<file path="src/rtl/core/c_subset_token_scanner_macros.svh">
// ---------------------------------------------------------------------------
// Assertion macros for the C subset token scanner
// Shared wrappers for clocked checks; the using scope provides clk and rst_n.
// ---------------------------------------------------------------------------
`ifndef C_SUBSET_TOKEN_SCANNER_MACROS_SVH
`define C_SUBSET_TOKEN_SCANNER_MACROS_SVH

// Check that cons holds in the same cycle as ante
`define CSCAN_ASSERT_SAME(label, ante, cons, msg) \
  label: assert property (@(posedge clk) disable iff (!rst_n) (ante) |-> (cons)) \
    else $error(msg);

// Check that cons holds in the cycle after ante
`define CSCAN_ASSERT_NEXT(label, ante, cons, msg) \
  label: assert property (@(posedge clk) disable iff (!rst_n) (ante) |=> (cons)) \
    else $error(msg);

`endif

</file>
<file path="src/rtl/core/cscan_pkg.sv">
// ---------------------------------------------------------------------------
// C subset token scanner package
// Token kind codes, scan modes, character codes and shared control types.
// ---------------------------------------------------------------------------
package cscan_pkg;

  // Fixed field widths of one token
  localparam int KIND_BITS  = 5;
  localparam int LEN_BITS   = 16;
  localparam int VALUE_BITS = 63;
  localparam int CHAR_BITS  = 8;

  // Token fields whose width does not follow a parameter (kind, length, value,
  // overflow flag, invalid byte, last flag)
  localparam int TOK_FIXED_BITS = KIND_BITS + LEN_BITS + VALUE_BITS + 1 + CHAR_BITS + 1;

  // Blank characters
  localparam logic [7:0] CH_TAB   = 8'h09;
  localparam logic [7:0] CH_LF    = 8'h0A;
  localparam logic [7:0] CH_CR    = 8'h0D;
  localparam logic [7:0] CH_SPACE = 8'h20;

  typedef enum logic [KIND_BITS-1:0] {
    KIND_END,
    KIND_IDENT,
    KIND_NUMBER,
    KIND_INT,
    KIND_RETURN,
    KIND_IF,
    KIND_ELSE,
    KIND_WHILE,
    KIND_FOR,
    KIND_EQ,
    KIND_NE,
    KIND_LE,
    KIND_GE,
    KIND_PLUS,
    KIND_MINUS,
    KIND_STAR,
    KIND_SLASH,
    KIND_PERCENT,
    KIND_ASSIGN,
    KIND_LT,
    KIND_GT,
    KIND_LPAREN,
    KIND_RPAREN,
    KIND_LBRACE,
    KIND_RBRACE,
    KIND_SEMI,
    KIND_COMMA,
    KIND_INVALID
  } kind_t;

  typedef enum logic [2:0] {
    MODE_IDLE,
    MODE_IDENT,
    MODE_NUMBER,
    MODE_PEND,
    MODE_COMMENT
  } mode_t;

  // Tokens produced by one scan step: slot 0 first, slot 1 second
  typedef struct packed {
    logic vld0;
    logic vld1;
  } emit_t;

endpackage

</file>
<file path="src/rtl/core/cscan_core.sv">
// ---------------------------------------------------------------------------
// C subset token scanner core
// Holds the scanner state and turns one byte per step into up to two tokens.
// ---------------------------------------------------------------------------
module cscan_core #(
  parameter int LINE_BITS   = 16,
  parameter int OFFSET_BITS = 32
) (
  input  logic                  clk,
  input  logic                  rst_n,
  input  logic                  step_i,
  input  logic [7:0]            byte_i,
  input  logic                  end_i,
  output cscan_pkg::emit_t      emit_o,
  output logic [cscan_pkg::TOK_FIXED_BITS+2*LINE_BITS+OFFSET_BITS-1:0] tok0_o,
  output logic [cscan_pkg::TOK_FIXED_BITS+2*LINE_BITS+OFFSET_BITS-1:0] tok1_o
);

  typedef struct packed {
    cscan_pkg::kind_t                   kind;
    logic [LINE_BITS-1:0]               line;
    logic [LINE_BITS-1:0]               col;
    logic [OFFSET_BITS-1:0]             off;
    logic [cscan_pkg::LEN_BITS-1:0]     len;
    logic [cscan_pkg::VALUE_BITS-1:0]   value;
    logic                               ovf;
    logic [cscan_pkg::CHAR_BITS-1:0]    inv;
    logic                               last;
  } tok_t;

  // Character classes
  function automatic logic is_letter(input logic [7:0] c);
    is_letter = (c >= "a" && c <= "z") || (c >= "A" && c <= "Z") || c == "_";
  endfunction

  function automatic logic is_digit(input logic [7:0] c);
    is_digit = c >= "0" && c <= "9";
  endfunction

  function automatic logic is_blank(input logic [7:0] c);
    is_blank = c == cscan_pkg::CH_SPACE || c == cscan_pkg::CH_TAB ||
               c == cscan_pkg::CH_CR || c == cscan_pkg::CH_LF;
  endfunction

  function automatic logic is_pend(input logic [7:0] c);
    is_pend = c == "=" || c == "!" || c == "<" || c == ">" || c == "/";
  endfunction

  // Single character token kind, invalid for anything unlisted
  function automatic cscan_pkg::kind_t single_kind(input logic [7:0] c);
    unique case (c)
      "+":     single_kind = cscan_pkg::KIND_PLUS;
      "-":     single_kind = cscan_pkg::KIND_MINUS;
      "*":     single_kind = cscan_pkg::KIND_STAR;
      "/":     single_kind = cscan_pkg::KIND_SLASH;
      "%":     single_kind = cscan_pkg::KIND_PERCENT;
      "=":     single_kind = cscan_pkg::KIND_ASSIGN;
      "<":     single_kind = cscan_pkg::KIND_LT;
      ">":     single_kind = cscan_pkg::KIND_GT;
      "(":     single_kind = cscan_pkg::KIND_LPAREN;
      ")":     single_kind = cscan_pkg::KIND_RPAREN;
      "{":     single_kind = cscan_pkg::KIND_LBRACE;
      "}":     single_kind = cscan_pkg::KIND_RBRACE;
      ";":     single_kind = cscan_pkg::KIND_SEMI;
      ",":     single_kind = cscan_pkg::KIND_COMMA;
      default: single_kind = cscan_pkg::KIND_INVALID;
    endcase
  endfunction

  // Two character comparison kind from the held first character
  function automatic cscan_pkg::kind_t cmp_kind(input logic [7:0] c);
    unique case (c)
      "=":     cmp_kind = cscan_pkg::KIND_EQ;
      "!":     cmp_kind = cscan_pkg::KIND_NE;
      "<":     cmp_kind = cscan_pkg::KIND_LE;
      default: cmp_kind = cscan_pkg::KIND_GE;
    endcase
  endfunction

  // Keyword match on the whole text; unused trailing bytes stay zero
  function automatic cscan_pkg::kind_t ident_kind(input logic [15:0] len,
                                                  input logic [47:0] txt);
    ident_kind = cscan_pkg::KIND_IDENT;
    if (len == 16'd3 && txt == {"int", 24'h0}) ident_kind = cscan_pkg::KIND_INT;
    if (len == 16'd6 && txt == "return") ident_kind = cscan_pkg::KIND_RETURN;
    if (len == 16'd2 && txt == {"if", 32'h0}) ident_kind = cscan_pkg::KIND_IF;
    if (len == 16'd4 && txt == {"else", 16'h0}) ident_kind = cscan_pkg::KIND_ELSE;
    if (len == 16'd5 && txt == {"while", 8'h0}) ident_kind = cscan_pkg::KIND_WHILE;
    if (len == 16'd3 && txt == {"for", 24'h0}) ident_kind = cscan_pkg::KIND_FOR;
  endfunction

  cscan_pkg::mode_t           mode_r, mode_nxt;
  logic [LINE_BITS-1:0]       line_r, line_nxt;
  logic [LINE_BITS-1:0]       col_r, col_nxt;
  logic [OFFSET_BITS-1:0]     pos_r, pos_nxt;
  logic [LINE_BITS-1:0]       sline_r, sline_nxt;
  logic [LINE_BITS-1:0]       scol_r, scol_nxt;
  logic [OFFSET_BITS-1:0]     soff_r, soff_nxt;
  logic [15:0]                len_r, len_nxt;
  logic [62:0]                acc_r, acc_nxt;
  logic                       ovf_r, ovf_nxt;
  logic [7:0]                 pend_r, pend_nxt;
  logic [7:0]                 kw_r [6];
  logic [7:0]                 kw_nxt [6];

  logic [66:0]                acc_sum;
  logic                       acc_over;
  logic                       restart;
  tok_t                       fin;
  tok_t                       st;
  logic                       fin_vld;
  logic                       st_vld;
  tok_t                       tok0;
  tok_t                       tok1;

  // Decimal accumulate: acc * 10 + digit as two shifted adds
  assign acc_sum  = {1'b0, acc_r, 3'b000} + {3'b000, acc_r, 1'b0} + {63'd0, byte_i[3:0]};
  assign acc_over = |acc_sum[66:63];

  // Next state and tokens for one step
  always_comb begin
    mode_nxt  = mode_r;
    line_nxt  = line_r;
    col_nxt   = col_r;
    pos_nxt   = pos_r;
    sline_nxt = sline_r;
    scol_nxt  = scol_r;
    soff_nxt  = soff_r;
    len_nxt   = len_r;
    acc_nxt   = acc_r;
    ovf_nxt   = ovf_r;
    pend_nxt  = pend_r;
    kw_nxt    = kw_r;
    restart   = 1'b0;
    fin_vld   = 1'b0;
    st_vld    = 1'b0;

    // Token closed by this step, as the open token stands
    fin      = '0;
    fin.line = sline_r;
    fin.col  = scol_r;
    fin.off  = soff_r;
    unique case (mode_r)
      cscan_pkg::MODE_IDENT: begin
        fin.kind = ident_kind(len_r, {kw_r[0], kw_r[1], kw_r[2], kw_r[3], kw_r[4], kw_r[5]});
        fin.len  = len_r;
      end
      cscan_pkg::MODE_NUMBER: begin
        fin.kind  = cscan_pkg::KIND_NUMBER;
        fin.len   = len_r;
        fin.value = acc_r;
        fin.ovf   = ovf_r;
      end
      cscan_pkg::MODE_PEND: begin
        fin.kind = single_kind(pend_r);
        fin.len  = 16'd1;
        fin.inv  = (single_kind(pend_r) == cscan_pkg::KIND_INVALID) ? pend_r : 8'h00;
      end
      default: begin
        fin.kind = cscan_pkg::KIND_END;
      end
    endcase

    // Token that starts at the current position
    st      = '0;
    st.line = line_r;
    st.col  = col_r;
    st.off  = pos_r;

    if (end_i) begin
      // Flush the open token, emit End, return to reset state
      fin_vld  = mode_r == cscan_pkg::MODE_IDENT || mode_r == cscan_pkg::MODE_NUMBER ||
                 mode_r == cscan_pkg::MODE_PEND;
      st.kind  = cscan_pkg::KIND_END;
      st_vld   = 1'b1;
      mode_nxt = cscan_pkg::MODE_IDLE;
      line_nxt = LINE_BITS'(1);
      col_nxt  = LINE_BITS'(1);
      pos_nxt  = '0;
    end else begin
      unique case (mode_r)
        cscan_pkg::MODE_COMMENT: begin
          if (byte_i == cscan_pkg::CH_LF) begin
            mode_nxt = cscan_pkg::MODE_IDLE;
          end
        end
        cscan_pkg::MODE_IDENT: begin
          if (is_letter(byte_i) || is_digit(byte_i)) begin
            for (int i = 0; i < 6; i++) begin
              if (len_r == 16'(i)) kw_nxt[i] = byte_i;
            end
            len_nxt = (len_r == 16'hFFFF) ? len_r : len_r + 16'd1;
          end else begin
            restart = 1'b1;
          end
        end
        cscan_pkg::MODE_NUMBER: begin
          if (is_digit(byte_i)) begin
            if (acc_over) begin
              acc_nxt = '1;
              ovf_nxt = 1'b1;
            end else begin
              acc_nxt = acc_sum[62:0];
            end
            len_nxt = (len_r == 16'hFFFF) ? len_r : len_r + 16'd1;
          end else begin
            restart = 1'b1;
          end
        end
        cscan_pkg::MODE_PEND: begin
          if (pend_r == "/" && byte_i == "/") begin
            mode_nxt = cscan_pkg::MODE_COMMENT;
          end else if (byte_i == "=" && pend_r != "/") begin
            fin.kind = cmp_kind(pend_r);
            fin.len  = 16'd2;
            fin.inv  = 8'h00;
            fin_vld  = 1'b1;
            mode_nxt = cscan_pkg::MODE_IDLE;
          end else begin
            restart = 1'b1;
          end
        end
        default: begin
          restart = 1'b1;
        end
      endcase

      // Close the open token and start a new one from this byte
      if (restart) begin
        fin_vld  = mode_r != cscan_pkg::MODE_IDLE;
        mode_nxt = cscan_pkg::MODE_IDLE;
        if (!is_blank(byte_i)) begin
          sline_nxt = line_r;
          scol_nxt  = col_r;
          soff_nxt  = pos_r;
          len_nxt   = 16'd1;
          if (is_letter(byte_i)) begin
            for (int i = 0; i < 6; i++) kw_nxt[i] = 8'h00;
            kw_nxt[0] = byte_i;
            mode_nxt  = cscan_pkg::MODE_IDENT;
          end else if (is_digit(byte_i)) begin
            acc_nxt  = {59'd0, byte_i[3:0]};
            ovf_nxt  = 1'b0;
            mode_nxt = cscan_pkg::MODE_NUMBER;
          end else if (is_pend(byte_i)) begin
            pend_nxt = byte_i;
            mode_nxt = cscan_pkg::MODE_PEND;
          end else begin
            st.kind = single_kind(byte_i);
            st.len  = 16'd1;
            st.inv  = (single_kind(byte_i) == cscan_pkg::KIND_INVALID) ? byte_i : 8'h00;
            st_vld  = 1'b1;
          end
        end
      end

      // Advance the position past this byte, saturating
      pos_nxt = (pos_r == '1) ? pos_r : pos_r + OFFSET_BITS'(1);
      if (byte_i == cscan_pkg::CH_LF) begin
        line_nxt = (line_r == '1) ? line_r : line_r + LINE_BITS'(1);
        col_nxt  = LINE_BITS'(1);
      end else begin
        col_nxt  = (col_r == '1) ? col_r : col_r + LINE_BITS'(1);
      end
    end
  end

  // Order the tokens and mark the last one of the step
  always_comb begin
    tok0      = fin_vld ? fin : st;
    tok0.last = !(fin_vld && st_vld);
    tok1      = st;
    tok1.last = 1'b1;
  end

  assign emit_o.vld0 = fin_vld || st_vld;
  assign emit_o.vld1 = fin_vld && st_vld;
  assign tok0_o      = tok0;
  assign tok1_o      = tok1;

  // Control state and position counters
  always_ff @(posedge clk) begin
    if (!rst_n) begin
      mode_r <= cscan_pkg::MODE_IDLE;
      line_r <= LINE_BITS'(1);
      col_r  <= LINE_BITS'(1);
      pos_r  <= '0;
    end else if (step_i) begin
      mode_r <= mode_nxt;
      line_r <= line_nxt;
      col_r  <= col_nxt;
      pos_r  <= pos_nxt;
    end
  end

  // Open token payload, always set when a token starts
  always_ff @(posedge clk) begin
    if (step_i) begin
      sline_r <= sline_nxt;
      scol_r  <= scol_nxt;
      soff_r  <= soff_nxt;
      len_r   <= len_nxt;
      acc_r   <= acc_nxt;
      ovf_r   <= ovf_nxt;
      pend_r  <= pend_nxt;
      kw_r    <= kw_nxt;
    end
  end

endmodule

</file>
<file path="src/rtl/core/cscan_outbuf.sv">
// ---------------------------------------------------------------------------
// C subset token scanner result buffer
// Two token slots loaded per scan step, one beat out per unstalled cycle.
// ---------------------------------------------------------------------------
module cscan_outbuf #(
  parameter int DATA_W = 8
) (
  input  logic                  clk,
  input  logic                  rst_n,
  input  logic                  load_i,
  input  cscan_pkg::emit_t      emit_i,
  input  logic [DATA_W-1:0]     d0_i,
  input  logic [DATA_W-1:0]     d1_i,
  output logic                  ready_o,
  output logic                  out_valid,
  input  logic                  out_stall,
  output logic [DATA_W-1:0]     out_data
);

  logic              v0_r, v0_nxt;
  logic              v1_r, v1_nxt;
  logic [DATA_W-1:0] d0_r;
  logic [DATA_W-1:0] d1_r;
  logic              pop;

  // Present slot 0 first, then slot 1
  assign out_valid = v0_r || v1_r;
  assign out_data  = v0_r ? d0_r : d1_r;
  assign pop       = out_valid && !out_stall;

  // Take a new step only when both slots are free after this cycle's beat
  assign ready_o = !out_valid || (pop && !(v0_r && v1_r));

  always_comb begin
    v0_nxt = v0_r;
    v1_nxt = v1_r;
    if (load_i) begin
      v0_nxt = emit_i.vld0;
      v1_nxt = emit_i.vld1;
    end else if (pop) begin
      if (v0_r) begin
        v0_nxt = 1'b0;
      end else begin
        v1_nxt = 1'b0;
      end
    end
  end

  always_ff @(posedge clk) begin
    if (!rst_n) begin
      v0_r <= 1'b0;
      v1_r <= 1'b0;
    end else begin
      v0_r <= v0_nxt;
      v1_r <= v1_nxt;
    end
  end

  // Hold slot data until the next load
  always_ff @(posedge clk) begin
    if (load_i) begin
      d0_r <= d0_i;
      d1_r <= d1_i;
    end
  end

endmodule

</file>
<file path="src/rtl/core/c_subset_token_scanner.sv">
// ---------------------------------------------------------------------------
// C subset token scanner
// Streaming lexer for a small C subset with per-token position and length.
// ---------------------------------------------------------------------------
// The scanner takes one source byte per beat and accepts a new beat every
// cycle while in_stall is low; the beat goes into an input register, is
// scanned once the result buffer has room, and its tokens land in a
// two-slot result buffer. Tokens leave one beat per cycle while out_stall is
// low, so a byte that both closes a token and emits one (or the end marker
// after an open token) holds the input until its second token leaves; that
// single result port sets the rate. An identifier, a number or a lone
// = ! < > / is only reported once the byte after it is seen, and a beat with
// in_is_end set flushes the open token, emits End (flagged as last of its
// run) and returns the scanner to its reset position.
// ---------------------------------------------------------------------------
`include "c_subset_token_scanner_macros.svh"

module c_subset_token_scanner #(
  parameter int LINE_BITS   = 16,
  parameter int OFFSET_BITS = 32
) (
  input  logic                    clk,
  input  logic                    rst_n,
  input  logic                    in_valid,
  output logic                    in_stall,
  input  logic [7:0]              in_text_byte,
  input  logic                    in_is_end,
  output logic                    out_valid,
  input  logic                    out_stall,
  output logic [4:0]              out_token_kind,
  output logic [LINE_BITS-1:0]    out_start_line,
  output logic [LINE_BITS-1:0]    out_start_column,
  output logic [OFFSET_BITS-1:0]  out_start_offset,
  output logic [15:0]             out_lexeme_length,
  output logic [62:0]             out_number_value,
  output logic                    out_number_overflow,
  output logic [7:0]              out_invalid_char,
  output logic                    out_last_of_run
);

  localparam int TOK_W = cscan_pkg::TOK_FIXED_BITS + 2 * LINE_BITS + OFFSET_BITS;

  typedef struct packed {
    cscan_pkg::kind_t                   kind;
    logic [LINE_BITS-1:0]               line;
    logic [LINE_BITS-1:0]               col;
    logic [OFFSET_BITS-1:0]             off;
    logic [cscan_pkg::LEN_BITS-1:0]     len;
    logic [cscan_pkg::VALUE_BITS-1:0]   value;
    logic                               ovf;
    logic [cscan_pkg::CHAR_BITS-1:0]    inv;
    logic                               last;
  } tok_t;

  logic             in_vld_r, in_vld_nxt;
  logic [7:0]       in_byte_r;
  logic             in_end_r;
  logic             in_acc;
  logic             ready;
  logic             step;
  cscan_pkg::emit_t emit;
  logic [TOK_W-1:0] tok0;
  logic [TOK_W-1:0] tok1;
  logic [TOK_W-1:0] out_data;
  tok_t             out_tok;

  // Input register: scan the held beat when the result buffer has room
  assign step       = in_vld_r && ready;
  assign in_stall   = in_vld_r && !ready;
  assign in_acc     = in_valid && !in_stall;
  assign in_vld_nxt = in_acc || (in_vld_r && !step);

  always_ff @(posedge clk) begin
    if (!rst_n) begin
      in_vld_r <= 1'b0;
    end else begin
      in_vld_r <= in_vld_nxt;
    end
  end

  always_ff @(posedge clk) begin
    if (in_acc) begin
      in_byte_r <= in_text_byte;
      in_end_r  <= in_is_end;
    end
  end

  cscan_core #(
    .LINE_BITS   (LINE_BITS),
    .OFFSET_BITS (OFFSET_BITS)
  ) u_core (
    .clk    (clk),
    .rst_n  (rst_n),
    .step_i (step),
    .byte_i (in_byte_r),
    .end_i  (in_end_r),
    .emit_o (emit),
    .tok0_o (tok0),
    .tok1_o (tok1)
  );

  cscan_outbuf #(
    .DATA_W (TOK_W)
  ) u_outbuf (
    .clk       (clk),
    .rst_n     (rst_n),
    .load_i    (step),
    .emit_i    (emit),
    .d0_i      (tok0),
    .d1_i      (tok1),
    .ready_o   (ready),
    .out_valid (out_valid),
    .out_stall (out_stall),
    .out_data  (out_data)
  );

  // Unpack the result beat onto the ports
  assign out_tok             = out_data;
  assign out_token_kind      = out_tok.kind;
  assign out_start_line      = out_tok.line;
  assign out_start_column    = out_tok.col;
  assign out_start_offset    = out_tok.off;
  assign out_lexeme_length   = out_tok.len;
  assign out_number_value    = out_tok.value;
  assign out_number_overflow = out_tok.ovf;
  assign out_invalid_char    = out_tok.inv;
  assign out_last_of_run     = out_tok.last;

  // End always closes the run of its beat and has no length
  `CSCAN_ASSERT_SAME(a_end_last, out_valid && out_tok.kind == cscan_pkg::KIND_END,
    out_last_of_run && out_lexeme_length == 16'd0, "End token not last of run or has length")
  // Only number tokens carry a value
  `CSCAN_ASSERT_SAME(a_value_kind, out_valid && out_number_value != '0,
    out_tok.kind == cscan_pkg::KIND_NUMBER, "Nonzero value on a non-number token")
  // An overflowed number is held at its saturated value
  `CSCAN_ASSERT_SAME(a_ovf_sat, out_valid && out_number_overflow,
    out_number_value == '1 && out_tok.kind == cscan_pkg::KIND_NUMBER,
    "Overflowed number not saturated")
  // A scanned beat never lands while an earlier token still waits
  `CSCAN_ASSERT_NEXT(a_step_drained, step, $past(!out_valid || !out_stall),
    "Scan step over a waiting token")

endmodule
</file>
<file path="config.mk">
export PLATFORM = sky130hd
export DESIGN_NAME = c_subset_token_scanner
export DESIGN_NICKNAME = d
export VERILOG_FILES = /design/src/rtl/core/cscan_pkg.sv /design/src/rtl/core/cscan_core.sv /design/src/rtl/core/cscan_outbuf.sv /design/src/rtl/core/c_subset_token_scanner.sv
export VERILOG_INCLUDE_DIRS = /design/src /design/src/rtl/core
export SDC_FILE = /design/constraint.sdc
export NUM_CORES = 1
export LEC_CHECK = 0
export BUFFER_PORTS_ARGS = -buffer_cell sky130_fd_sc_hd__buf_2
export CAP_MARGIN = 5
export CORE_UTILIZATION = 60
export CTS_CLUSTER_SIZE = 28
export DETAILED_ROUTE_END_ITERATION = 6
export GPL_TIMING_DRIVEN = 0
export PLACE_DENSITY = 0.79
export SETUP_SLACK_MARGIN = 0.2
export SYNTH_ARGS = -nofsm -noshare
export SYNTH_HDL_FRONTEND = slang
export SYNTH_SLANG_ARGS = --single-unit
export TNS_END_PERCENT = 1
</file>
<file path="constraint.sdc">
create_clock -name clk -period 10.6 [get_ports clk]
set_input_delay 0 -clock clk [delete_from_list [all_inputs] [get_ports clk]]
set_output_delay 0 -clock clk [all_outputs]
set_load 0.005 [all_outputs]
</file>
==> summary.txt, run 1 <==
Synth Instances: 2625
vias in the first global route: 20530
Clk Latency, worst-skew pair: 0.64 ns
Clk pin slew, worst setup/hold paths: 0.07 ns
Hold Fails Final Rpt: 0
Congestion Overflow GR: 0
final worst path period need: 5.026 ns
CP Launch Type: flop
Leak: 12.03 nW
Cell Rows: 78
slew at the pin closest to its max-slew limit: 1.149 ns
number of synthesized flops with an enable pin: 445
synthesis warning total: 0
power per cell area: 148.8 mW/mm2
vias per std cell: 6.004
syn_nets: 2772
Pre-Repair DR Iteration Count: 6
Synth Area per Inst: 10.54 um2
Port Buffers: 172
Worst EP required: 11.07 ns
CTS H-tree lvls: 2
RSZ-0062 raised after global routing: no
multiplexer area fraction after synthesis: 3.997%
dominant synthesized flop cell: edfxtp_1
sequential area share after synthesis: 53.36%
Final Util: 68.82%
DIE HEIGHT: 216.8 um
antenna violations before repair: 0
Area contributors post-synth: edfxtp_1, nand2_1, ha_1
asr flop ratio synth: 0%
flop and latch count out of synthesis: 515
setup ws final: 5.574 ns
Num CTS Buffers: 51
Max-slew headroom: 22.76%
diodes inserted: 0
total number of vias: 21080
Cell Area, Placed: 0.02945 mm2
peak per-stage delay on the critical path: 0.60 ns
Synth Area in Compound Gates: 10.53%
critical path fanouts, max: 10
Critical Path, Cell by Cell: fa_1, ha_1, a211oi_1, o211ai_1, a211oi_4, o211ai_2, a21oi_2, o21ai_2, o211a_1, o211ai_2, buf_6, clkbuf_1, o21ai_0, nand2_1
Yosys top cell by area: edfxtp_1
most common cell after layout, fill and taps aside: nand2_1
adder-cell share of the synthesized area: 6.150%
Place WS: 5.724 ns
design area: 0.03130 mm2
clk root buf: clkbuf_16
status: completed
Core ar.: 0.04548 mm2
Initial DRC Count: 1829
Worst setup EP type: flop
wire length per cell: 20.08 um
first-pass GRT wire length: 109700 um
largest net degree at the start of global routing: 148
Power Total: 4.656 mW
WL final: 70490 um
largest family of logic cells by synthesized area: simple AND/OR/NAND/NOR gates
Layout Area Growth over Synthesis: 13.11%
GRT Total Usage: 29.72%
Max Cap Viol: 0
count of final max-slew check failures: 0
Setup TNS: 0 ns
initial core utilization: 60.84%
simple-gate share of the synthesized area: 19.68%
Critical Path Most Common Cell: o211ai_2
dpl hpwl: 50380 um
die area: 0.04698 mm2
XOR/XNOR share of the synthesized area: 3.925%
Peak VDD IR: 154.4 uV
CTS sink count: 515
CTS tree: yes
mapped cell area: 0.02767 mm2
Inst Count DP: 3403
Routed Antenna Nets: 0
post-synth top area share: 48.29%
FMAX: 199.0 MHz
critical path class: flop to flop
NumNets Final: 3016
final RePlAce weighted congestion: 0.9352
CTS Buffer Depth: 3
hold slack: 0.07317 ns
Critical Path AT: 5.50 ns
Die Width: 216.8 um
DRC viols: 0
# IOs: 173
layout cells sized above 1: 13.50%
slowest stage cell on the critical path: edfxtp_1
commonest cells after routing, fill and taps aside: nand2_1, edfxtp_1, buf_2
Hold Crit Class: primary input to flop
part of the cycle the worst path needs: 47.42%
Post-CTS Setup Inserts: 0
post-route insts no fill: 3511
final setup fails: 0
Max Clock Skew: 0.03254 ns
Distinct cells, synth: 91
-- worst paths after layout --
kind / startpoint / to / slack [ns] / cells past startpoint
hold / removal: in_text_byte[6] / in_byte_r[6]$_DFFE_PP_ / 0.07 / 2
setup reg to reg: in_byte_r[3]$_DFFE_PP_ / u_core.acc_r[38]$_DFFE_PP_ / 5.57 / 14
setup / recovery: in_byte_r[3]$_DFFE_PP_ / u_core.acc_r[38]$_DFFE_PP_ / 5.57 / 14
hold reg to reg: u_core.sline_r[5]$_DFFE_PP_ / u_outbuf.d0_r[142]$_DFFE_PP_ / 0.50 / 2
-- where the power goes --
part	internal, mW	switching [mW]	leakage, nW
combinational	0.183	0.304	6.55
sequential	2.28	0.0363	4.64
clock	1.04	0.817	0.837
-- area by class of cell --
| class | instances | area (um2) |
|---|---|---|
| sequential | 515 | 14760 |
| fill | 3415 | 14180 |
| multi-input combinational | 1949 | 12280 |
| clock buffer | 67 | 1398 |
| timing repair buffer | 191 | 1126 |
| tap | 600 | 750.7 |
| buffer | 136 | 558.0 |
| clock inverter | 28 | 325.3 |
| inverter | 25 | 101.3 |
-- worst max-delay path: cells and delay by family (launching register included) --
kind / cells / cell delay, ns
AO/OA/AOI/OAI: 9 / 2.41
flip-flops: 1 / 0.60
adder cells (fa/ha/maj): 2 / 0.93
buffers and inverters: 2 / 0.76
AND/OR/NAND/NOR: 1 / 0.13
-- state kept, by name (all words and copies together) (netlist names), named ones only --
name / count
u_outbuf.d0_r: 158
u_outbuf.d1_r: 78
u_core.acc_r: 59
u_core.kw_r: 48
u_core.pos_r: 32
u_core.soff_r: 32
u_core.col_r: 16
u_core.len_r: 16
u_core.line_r: 16
u_core.scol_r: 16
u_core.sline_r: 16
in_byte_r: 8
u_core.pend_r: 8
u_core.mode_r: 3
in_end_r: 1
in_vld_r: 1
u_core.ovf_r: 1
u_outbuf.v0_r: 1
u_outbuf.v1_r: 1
-- synthesized netlist by cell type (all sizes together) (41+ instances only) --
master  number
clkbuf     112
ha         132
mux2        84
xor2        82
and3        41
a21oi      147
nand4       53
nand3       70
o21ai      131
nor2       173
nand2      471
and2       169
edfxtp     445
dfxtp       70
xnor2       42
-- routing by layer --
layer | part of all wire, % | global-route usage (%)
met1 | 42 | 38.59
met3 | 5.8 | 4.067
met4 | 4.1 | 12.23
met2 | 48 | 50.29
met5 | 0 | 0
-- logic make-up after synthesis --
logic type      count (synthesis)
simple gates                 1133
fa+ha+maj                     135
mux                           100
flops                         515
xor+xnor                      124
buf+inv                       161
compound gates                457
-- what timing repair did --
action                    CTS  global route
hold buffers               13             0
gates resized for setup     0             0
hold endpoints to repair   22             0
No activity file was read; power rests on OpenSTA's default activity.
==> run 2, diff against run 1 <==
==> constraint.sdc (replaced) <==
create_clock -name clk -period 4.8 [get_ports clk]
set_input_delay 0 -clock clk [delete_from_list [all_inputs] [get_ports clk]]
set_output_delay 0 -clock clk [all_outputs]
set_load 0.005 [all_outputs]
==> run 2 against run 1 <==
  * Sequential cell count stayed put
  * Routed wire length increased by 1.6%
  * Setup slack got worse by 5.3 ns
  * Register-to-register slack lost 5.3 ns
  * Hold slack better by 0.029 ns
  * Die area stayed put
  * Maximum frequency up 11%
  * Clock power up 120%
  * First-iteration DRC count up 14%
  * Non-clock buffer count increased by 7
  * Critical path depth rose by 1
  * Critical endpoint is now u_core.acc_r[52]$_DFFE_PP_
  * Largest power group unchanged
==> summary.txt, run 2 (synthesized netlist as in run 1, its figures left out) <==
Pre-Repair DR Iteration Count: 6 (unchanged)
part of the cycle the worst path needs: 94.58% (+47 points)
diodes inserted: 0 (unchanged)
RR Startpoint: in_byte_r[3]$_DFFE_PP_
peak per-stage delay on the critical path: 0.57 ns (-0.03 ns)
Critical Path Stages: 15 (+1)
critical path class: flop to flop
wire length per cell: 20.34 um (+1.3%)
Critical Path, Cell by Cell: fa_1, fa_1, a211oi_1, o21a_2, a21oi_1, o2111ai_2, nor2_1, or4_1, a22oi_2, o211ai_2, buf_6, and2_4, buf_6, buf_6, a221o_1
largest net degree at the start of global routing: 153 (+3.4%)
vias in the first global route: 20630 (+0.51%)
share of power burned in registers: 49.7% (about the same)
power per cell area: 327.5 mW/mm2 (+120%)
largest registers: u_outbuf.d0_r: 158 flops, u_outbuf.d1_r: 78 flops, u_core.acc_r: 59 flops
Worst setup EP type: flop
DRC viols: 0 (unchanged)
Worst path top cell family by delay: compound AO/OA/AOI/OAI gates
CP Buf/Inv Count: 3 (+1)
FF-to-FF setup slack: 0.26 ns (-5.31 ns)
CP Launch Type: flop
Worst EP required: 5.17 ns (-5.90 ns)
Final Util: 69.01% (+0.18 points)
most common cell after layout, fill and taps aside: nand2_1
CTS sink count: 515 (unchanged)
Routed Antenna Nets: 0 (unchanged)
CTS Buffer Depth: 3 (unchanged)
clk root buf: clkbuf_16
Cell Rows: 78 (unchanged)
RSZ-0062 raised after global routing: yes
CTS tree: yes
max FFs per register: 158 (unchanged)
commonest cells after routing, fill and taps aside: nand2_1, edfxtp_1, buf_2
Setup crit end: u_core.acc_r[52]$_DFFE_PP_
Clk Latency, worst-skew pair: 0.63 ns (about the same)
Port Buffers: 172 (unchanged)
slowest stage cell on the critical path: fa_1
logic gate share of total power: 10.6% (about the same)
DIE HEIGHT: 216.8 um (unchanged)
final worst path period need: 4.540 ns (-0.4865 ns)
Num CTS Buffers: 52 (+2.0%)
Congestion Overflow GR: 0 (unchanged)
worst-case reg-to-reg path depth: 15 (+1)
critical path fanouts, max: 10 (unchanged)
Clk pin slew, worst setup/hold paths: 0.06 ns (about the same)
die area: 0.04698 mm2 (unchanged)
Initial DRC Count: 2093 (+14%)
antenna violations before repair: 0 (unchanged)
critical path launch point: in_byte_r[3]$_DFFE_PP_
initial core utilization: 60.84% (unchanged)
GRT Total Usage: 30.45% (+0.73 points)
FMAX: 220.3 MHz (+11%)
Max Cap Viol: 0 (unchanged)
Die Width: 216.8 um (unchanged)
status: completed
Critical Path AT: 4.91 ns (-0.59 ns)
Max-slew headroom: 7.821% (-15 points)
net switching power: 2.553 mW (+120%)
WL final: 71590 um (+1.6%)
Internal: 7.725 mW (+120%)
first-pass GRT wire length: 111900 um (+2.0%)
vias per std cell: 6.066 (+1.0%)
total number of vias: 21350 (+1.3%)
Top reg by flops: u_outbuf.d0_r
Power Total: 10.28 mW (+120%)
layout cells sized above 1: 13.87% (+0.37 points)
Critical Path Most Common Cell: buf_6
count of final max-slew check failures: 0 (unchanged)
Core ar.: 0.04548 mm2 (unchanged)
clock power share: 39.7% (-0.2 points)
NumNets Final: 3024 (+0.27%)
final setup fails: 0 (unchanged)
Layout Area Growth over Synthesis: 13.42%
post-route insts no fill: 3519 (+0.23%)
slew at the pin closest to its max-slew limit: 1.383 ns (+0.2337 ns)
CTS H-tree lvls: 2 (unchanged)
Hold Crit Class: primary input to flop
final RePlAce weighted congestion: 0.9598 (+2.6%)
Inst Count DP: 3403 (unchanged)
dpl hpwl: 50970 um (+1.2%)
Critical R2R Capture: u_core.acc_r[52]$_DFFE_PP_
Leak: 12.07 nW (+0.30%)
Hold Fails Final Rpt: 0 (unchanged)
hold slack: 0.1018 ns (+0.02860 ns)
sw frac: 24.84% (about the same)
Peak VDD IR: 424.1 uV (+170%)
# IOs: 173 (unchanged)
Max Clock Skew: 0.03237 ns (-0.0001620 ns)
## run 2: what timing repair did
| item | 4_1_cts | 5_1_grt |
|---|---|---|
| cloned | 0 | 0 |
| resized for setup | 4 | 4 |
| pin swaps | 1 | 2 |
| endpoints found under the hold margin | 31 | 0 |
| hold buffers | 14 | 0 |
| buffers inserted | 4 | 2 |
| endpoints found under the setup margin | 36 | 73 |
## run 2: final cells by class
type,instances,area [um2]
Clock inverter,35,377.9
Fill cell,3413,14100
Clock buffer,61,1335
Timing Repair Buffer,198,1181
Inverter,25,106.4
Multi-Input combinational cell,1949,12300
Sequential cell,515,14760
Buffer,136,564.3
Tap cell,600,750.7
## run 2: how the worst min path moves through the flow
stage                         start                      to  slack (ns)  cells past startpoint
detailed placement  in_text_byte[6]  in_byte_r[6]$_DFFE_PP_        0.21                      1
floorplan           in_text_byte[0]  in_byte_r[0]$_DFFE_PP_         0.1                      0
global placement    in_text_byte[2]  in_byte_r[2]$_DFFE_PP_        0.21                      1
finish              in_text_byte[5]  in_byte_r[5]$_DFFE_PP_        0.10                      2
global route        in_text_byte[5]  in_byte_r[5]$_DFFE_PP_        0.09                      2
CTS                 in_text_byte[6]  in_byte_r[6]$_DFFE_PP_        0.09                      2
## run 2: worst reg2reg max path: stages (launching register included)
cell and delay, ns:
edfxtp_1 0.50, fa_1 0.58, fa_1 0.50, a211oi_1 0.23, o21a_2 0.22, a21oi_1 0.13, o2111ai_2 0.36, nor2_1 0.08
or4_1 0.42, a22oi_2 0.19, o211ai_2 0.18, buf_6 0.19, and2_4 0.15, buf_6 0.14, buf_6 0.15, a221o_1 0.27
## run 2: through the flow
| stage | worst slack [ns] | instance area [um2] | TNS, ns |
|---|---|---|---|
| after floorplan | 0.2089 | 27690 | 0 |
| after CTS | 0.1686 | 31360 | 0 |
| after global placement | -1.537 | 29300 | -111.94 |
| after detailed placement | -0.03811 | 29450 | -0.09620 |
| after global routing | 0.1056 | 31380 | 0 |
| final | 0.2602 | 31380 | 0 |
## run 2: metal layers
metal | vias to the layer above | global-route usage (%) | routed length [um]
li1 | 10060 | - | -
met1 | 10340 | 40.57 | 29870
met2 | 792 | 50.31 | 34440
met3 | 152 | 4.584 | 4719
met4 | 0 | 11.95 | 2564
met5 | - | 0 | 0
## run 2: power groups by stage
stage | combinational, mW | sequential, mW | clock [mW]
global route | 1.20 | 5.12 | 4.30
detailed placement | 1.06 | 5.20 | 0
floorplan | 0.715 | 5.18 | 0
global placement | 1.03 | 5.21 | 0
CTS | 1.09 | 5.11 | 4.12
finish | 1.09 | 5.11 | 4.08
